--- src/tbs_pkg.sv ---
`timescale 1ns / 1ps
// ----------------------------------------------------------------------------
// tbs_pkg: shared types and helpers of the bilinear texel sampler
// Payload structs of both channels, the command queue entry, register
// indexes, sequencer states and the Q0.16 linear blend.
// ----------------------------------------------------------------------------
package tbs_pkg;

  // Widest coordinate any configuration of the block can use.
  localparam int COORD_W = 12;
  localparam int CHAN_W  = 16;
  localparam int NUM_CH  = 4;

  // Command queue between front and back.
  localparam int QUEUE_DEPTH = 4;
  localparam int QPTR_W      = 2;
  localparam int QCNT_W      = 3;

  // Configuration port.
  localparam int CFG_IDX_W  = 2;
  localparam int CFG_DATA_W = 4;
  localparam logic [CFG_IDX_W-1:0] REG_WIDTH_LOG2    = 2'd0;
  localparam logic [CFG_IDX_W-1:0] REG_CHANNEL_COUNT = 2'd1;

  localparam logic [16:0] ONE_Q16 = 17'h10000;

  typedef struct packed {
    logic        op;
    logic [7:0]  texel_x;
    logic [7:0]  texel_y;
    logic [15:0] write_ch0;
    logic [15:0] write_ch1;
    logic [15:0] write_ch2;
    logic [15:0] write_ch3;
    logic [16:0] u_coord;
    logic [16:0] v_coord;
    logic [2:0]  channels_wanted;
  } in_item_t;

  typedef struct packed {
    logic [15:0] sample_ch0;
    logic [15:0] sample_ch1;
    logic [15:0] sample_ch2;
    logic [15:0] sample_ch3;
  } out_item_t;

  typedef enum logic {
    CMD_WRITE  = 1'b0,
    CMD_SAMPLE = 1'b1
  } cmd_t;

  // Effective (clamped) configuration.
  typedef struct packed {
    logic [3:0] width_log2;
    logic [2:0] channel_count;
  } cfg_t;

  // A write carries its target in x0/y0; a sample carries both corners.
  typedef struct packed {
    cmd_t                           kind;
    logic [COORD_W-1:0]             x0;
    logic [COORD_W-1:0]             x1;
    logic [COORD_W-1:0]             y0;
    logic [COORD_W-1:0]             y1;
    logic [15:0]                    fu;
    logic [15:0]                    fv;
    logic [NUM_CH-1:0]              mask;
    logic [NUM_CH-1:0][CHAN_W-1:0]  data;
  } entry_t;

  typedef enum logic [1:0] {
    SEQ_READY = 2'd0,
    SEQ_T10   = 2'd1,
    SEQ_T01   = 2'd2,
    SEQ_T11   = 2'd3
  } seq_state_t;

  typedef enum logic [1:0] {
    PH_T00 = 2'd0,
    PH_T10 = 2'd1,
    PH_T01 = 2'd2,
    PH_T11 = 2'd3
  } phase_t;

  // (a*(1-f) + b*f) >> 16, rewritten as (a<<16) + (b-a)*f: one multiply.
  function automatic logic [15:0] lerp_q16(input logic [15:0] a, input logic [15:0] b,
                                           input logic [15:0] f);
    logic signed [16:0] diff;
    logic signed [33:0] prod;
    logic signed [33:0] sum;
    diff = $signed({1'b0, b}) - $signed({1'b0, a});
    prod = diff * $signed({1'b0, f});
    sum  = $signed({2'b00, a, 16'h0000}) + prod;
    return sum[31:16];
  endfunction

endpackage

--- src/tbs_queue.sv ---
`timescale 1ns / 1ps
// ----------------------------------------------------------------------------
// tbs_queue: command queue between front and back
// Small register FIFO so that intake and texel fetch stall independently.
// ----------------------------------------------------------------------------
module tbs_queue import tbs_pkg::*; (
  input  logic   clk,
  input  logic   rst_n,
  input  logic   push,
  input  entry_t push_entry,
  output logic   full,
  input  logic   pop,
  output logic   q_valid,
  output entry_t q_entry
);

  entry_t            slot_r [QUEUE_DEPTH];
  logic [QPTR_W-1:0] wr_ptr_r, wr_ptr_nxt;
  logic [QPTR_W-1:0] rd_ptr_r, rd_ptr_nxt;
  logic [QCNT_W-1:0] count_r, count_nxt;

  assign full    = (count_r == QCNT_W'(QUEUE_DEPTH));
  assign q_valid = (count_r != '0);
  assign q_entry = slot_r[rd_ptr_r];

  always_comb begin
    wr_ptr_nxt = push ? wr_ptr_r + 1'b1 : wr_ptr_r;
    rd_ptr_nxt = pop  ? rd_ptr_r + 1'b1 : rd_ptr_r;
    count_nxt  = count_r + QCNT_W'(push) - QCNT_W'(pop);
  end

  always_ff @(posedge clk) begin
    if (!rst_n) begin
      wr_ptr_r <= '0;
      rd_ptr_r <= '0;
      count_r  <= '0;
    end else begin
      wr_ptr_r <= wr_ptr_nxt;
      rd_ptr_r <= rd_ptr_nxt;
      count_r  <= count_nxt;
    end
  end

  always_ff @(posedge clk) begin
    if (push) slot_r[wr_ptr_r] <= push_entry;
  end

  a_no_overflow: assert property (@(posedge clk) disable iff (!rst_n) push |-> !full)
    else $error("queue push while full");
  a_no_underflow: assert property (@(posedge clk) disable iff (!rst_n) pop |-> q_valid)
    else $error("queue pop while empty");

endmodule

--- config.mk ---
export PLATFORM = sky130hd
export DESIGN_NAME = tbs_queue
export DESIGN_NICKNAME = d
export VERILOG_FILES = /design/src/tbs_pkg.sv /design/src/tbs_queue.sv
export SDC_FILE = /design/constraint.sdc
export NUM_CORES = 1
export LEC_CHECK = 0
export BUFFER_PORTS_ARGS = -buffer_cell sky130_fd_sc_hd__buf_4
export CAP_MARGIN = 0
export CORE_ASPECT_RATIO = 0.75
export CORE_UTILIZATION = 30
export CTS_CLUSTER_SIZE = 25
export DETAILED_ROUTE_END_ITERATION = 7
export GPL_TIMING_DRIVEN = 0
export HOLD_SLACK_MARGIN = 0.1
export SLEW_MARGIN = 5
export SYNTH_ARGS = -nofsm -noshare
export SYNTH_HDL_FRONTEND = slang
export SYNTH_SLANG_ARGS = --single-unit
--- constraint.sdc ---
create_clock -name clk -period 5.9 [get_ports clk]
set_clock_uncertainty 0.2 [all_clocks]
set_input_delay 0.295 -clock clk [delete_from_list [all_inputs] [get_ports clk]]
set_output_delay 0.295 -clock clk [all_outputs]
set_load 0.01 [all_outputs]
==> results.cfg <==
[power]
seq_power_share_pct = 51.0
pwr-share-clk_pct = 37.2
p_int_uw = 7620
power_density_mw_per_mm2 = 335
peakVddDrop_v = 0.000215
p_leak_uw = 0.00983
switching_power_uw = 2150
power_uw = 9770
p_sw_share_pct = 22.0
pwr-share-comb_pct = 11.8

[die]
rows = 85
ios = 304
start_util_pct = 30.4
die_w_um = 314
core-area_sq_mm = 0.0721
die_h_um = 236
dieArea_sq_mm = 0.0743

[place]
place.gp.congestion = 0.686
numPortBuffers = 303
hpwl_um = 28600

[synth]
synth_area_sq_mm = 0.0219
synth_nets = 982
syn_avg_cell_area_sq_um = 26.7
ys_types = 19
synth_cells = 822
synth_seq_cells = 605
seq_area_frac_synth_pct = 82.4
ys_warn_count = 0

[clock_tree]
cts_root_buffer = clkbuf_16
clk_pin_slew_ps = 60
numCtsBuffers = 60
cts_resized = 0
clockBufferDepth = 3
insertion_delay_ps = 600
htreeDepth = 2
cts_tree = yes
clkSinkCount = 605

[critical_path]
rr_endpoint = count_r[1]
ff2ff_setup_slack_ps = 3570
reg2reg_from = count_r[0]
crit_arrival_ps = 3080
cp.required_ps = 5410
worst-r2r-cell-count = 7
worst_setup_path_end_kind = output pin
crit_type = reg2out
crit_end = q_entry[51]
critPathLaunchType = flip-flop
worstPathMaxFanout = 10

[min_path]
hp-class = in2reg
hp-start = push_entry[114]

[status]
outcome = completed

[timing]
slew-limit-headroom_pct = 27.8
tns_ps = 0
period_share_pct = 60.6
worst_pin_slew_ps = 1080
hold_viol_final = 0
fin_crit_ps = 3570
rsz0062_at_grt = no
setup_violations = 0
slew_viol_final = 0
timing.fmax_mhz = 280

[global_route]
antenna_found_initial = 6
grtUsageTotal_pct = 12.5
grt_pass1_wl_um = 69500
grt_start_max_net_pins = 52
use_met1_pct = 16.4
grt_use_met3_pct = 3.47
grt_pass1_vias = 11400
use_met2_pct = 20.4
busiest_layer = met2
gr-total-overflow = 0

[route]
vias_per_cell = 4.42
vias = 10400
ant_nets = 0
dr.pass1.iters = 4
drc = 0
route.detailed.wl_per_inst_um = 19.7
drt_iter0_markers = 555
wirelength_um = 46500

[flow_run]
max_cap_viol_count = 0

[final_layout]
syn_to_final_growth_pct = 32.9
final_nets = 1513
drive_above_1_share_pct = 41.4
==> final cells by class <==
| type | instances | area (sq um) |
|---|---|---|
| tap | 957 | 1200 |
| sequential | 605 | 18100 |
| antenna | 2 | 5.00 |
| clock inverter | 37 | 292 |
| fill | 6422 | 42900 |
| clock buffer | 75 | 1580 |
| buffer | 34 | 253 |
| multi-input combinational | 176 | 3600 |
| inverter | 7 | 26.3 |
| timing repair buffer | 469 | 4150 |
==> worst min-delay path by stage <==
stage                           endpoint  slack (ps)  depth (start not counted)
after global placement     slot_r[1][27]         290                          1
after global routing      slot_r[1][140]         190                          2
after detailed placement   slot_r[2][99]         300                          1
final                     slot_r[2][114]         220                          2
after CTS                 slot_r[1][140]         160                          2
after floorplan             slot_r[0][0]         190                          0
==> through the flow <==
stage	hold WS (ps)	area [sq um]	util (%)	worst slack (ps)	instances
after floorplan	194	21900	-	1220	822
after CTS	156	29200	40.5	2100	2360
after detailed placement	297	25800	35.7	2790	2094
after global placement	293	25400	35.3	-2090	2082
after global routing	187	29200	40.5	2080	2362
final	219	29200	40.5	2330	2362
==> synthesized netlist by cell type (all sizes together) <==
cell type / n / share of area, %
inv: 7 / 0.12
nor2: 5 / 0.086
a21bo: 1 / 0.046
and3: 1 / 0.029
edfxtp: 596 / 82
buf: 30 / 1.1
dfxtp: 9 / 0.82
fa: 1 / 0.091
nand3b: 1 / 0.034
clkbuf: 4 / 0.068
mux4: 149 / 15
ha: 6 / 0.34
mux2i: 1 / 0.046
a21oi: 1 / 0.023
xnor2: 2 / 0.080
xor3: 1 / 0.11
or3: 1 / 0.029
and2: 6 / 0.17
==> power groups by stage <==
| stage | Combinational [uW] | Clock, uW | Sequential (uW) |
|---|---|---|---|
| 2_1_floorplan | 534 | 0 | 5090 |
| 3_3_place_gp | 1050 | 0 | 5120 |
| 3_5_place_dp | 1100 | 0 | 5080 |
| 4_1_cts | 1190 | 3780 | 4980 |
| 5_1_grt | 1250 | 3920 | 5000 |
| 6_report | 1160 | 3630 | 4980 |
==> critical path, stage by stage (launching register included) <==
cell	delay, ps
dfxtp_1	300
buf_2	180
clkbuf_1	820
buf_2	460
mux4_2	490
buf_4	200
==> placed cells by master (no fill, tap or decap) <==
cell type | netlist | routed
a21bo_2 | 1 | 1
a21oi_1 | 1 | 1
and2_1 | 6 | 2
and2_4 | 0 | 4
and3_1 | 1 | 1
buf_16 | 0 | 12
buf_2 | 16 | 16
buf_4 | 0 | 303
buf_6 | 14 | 14
bufinv_16 | 0 | 4
clkbuf_1 | 4 | 18
clkbuf_16 | 0 | 61
clkinv_1 | 0 | 16
clkinv_2 | 0 | 9
clkinv_4 | 0 | 2
clkinvlp_4 | 0 | 3
dfxtp_1 | 9 | 9
diode_2 | 0 | 2
dlygate4sd3_1 | 0 | 154
edfxtp_1 | 596 | 596
fa_1 | 1 | 1
ha_1 | 6 | 6
inv_1 | 7 | 7
inv_6 | 0 | 3
mux2i_1 | 1 | 1
mux4_2 | 149 | 149
nand3b_1 | 1 | 1
nor2_1 | 5 | 5
or3_1 | 1 | 1
xnor2_1 | 2 | 2
xor3_1 | 1 | 1
==> registers in the layout, summed over array words and instances (netlist names), named ones only <==
signal,cells
slot_r,596
count_r,3
rd_ptr_r,2
wr_ptr_r,2
==> cell families after synthesis <==
logic type,count (synthesis),synth area share (%)
AND/OR/NAND/NOR,14,0.348
AO/OA/AOI/OAI,2,0.0684
adder cells (fa/ha/maj),7,0.433
XOR/XNOR,3,0.188
flip-flops,605,82.4
multiplexers,150,15.3
buffers and inverters,41,1.27
==> layer usage <==
metal  part of all wire (%)  vias to the layer above  wire length (um)
met2                     49                      246             22800
met5                  0.049                        -                23
met1                     43                     5474             19800
li1                       -                     4629                 -
met3                    6.5                       76              3000
met4                    2.0                        4               919
==> timing repair <==
| item | in CTS | in global routing |
|---|---|---|
| hold endpoints to repair | 648 | 0 |
| setup buffers | 0 | 0 |
| hold buffers | 154 | 0 |
(Power assumes the default switching activity.)
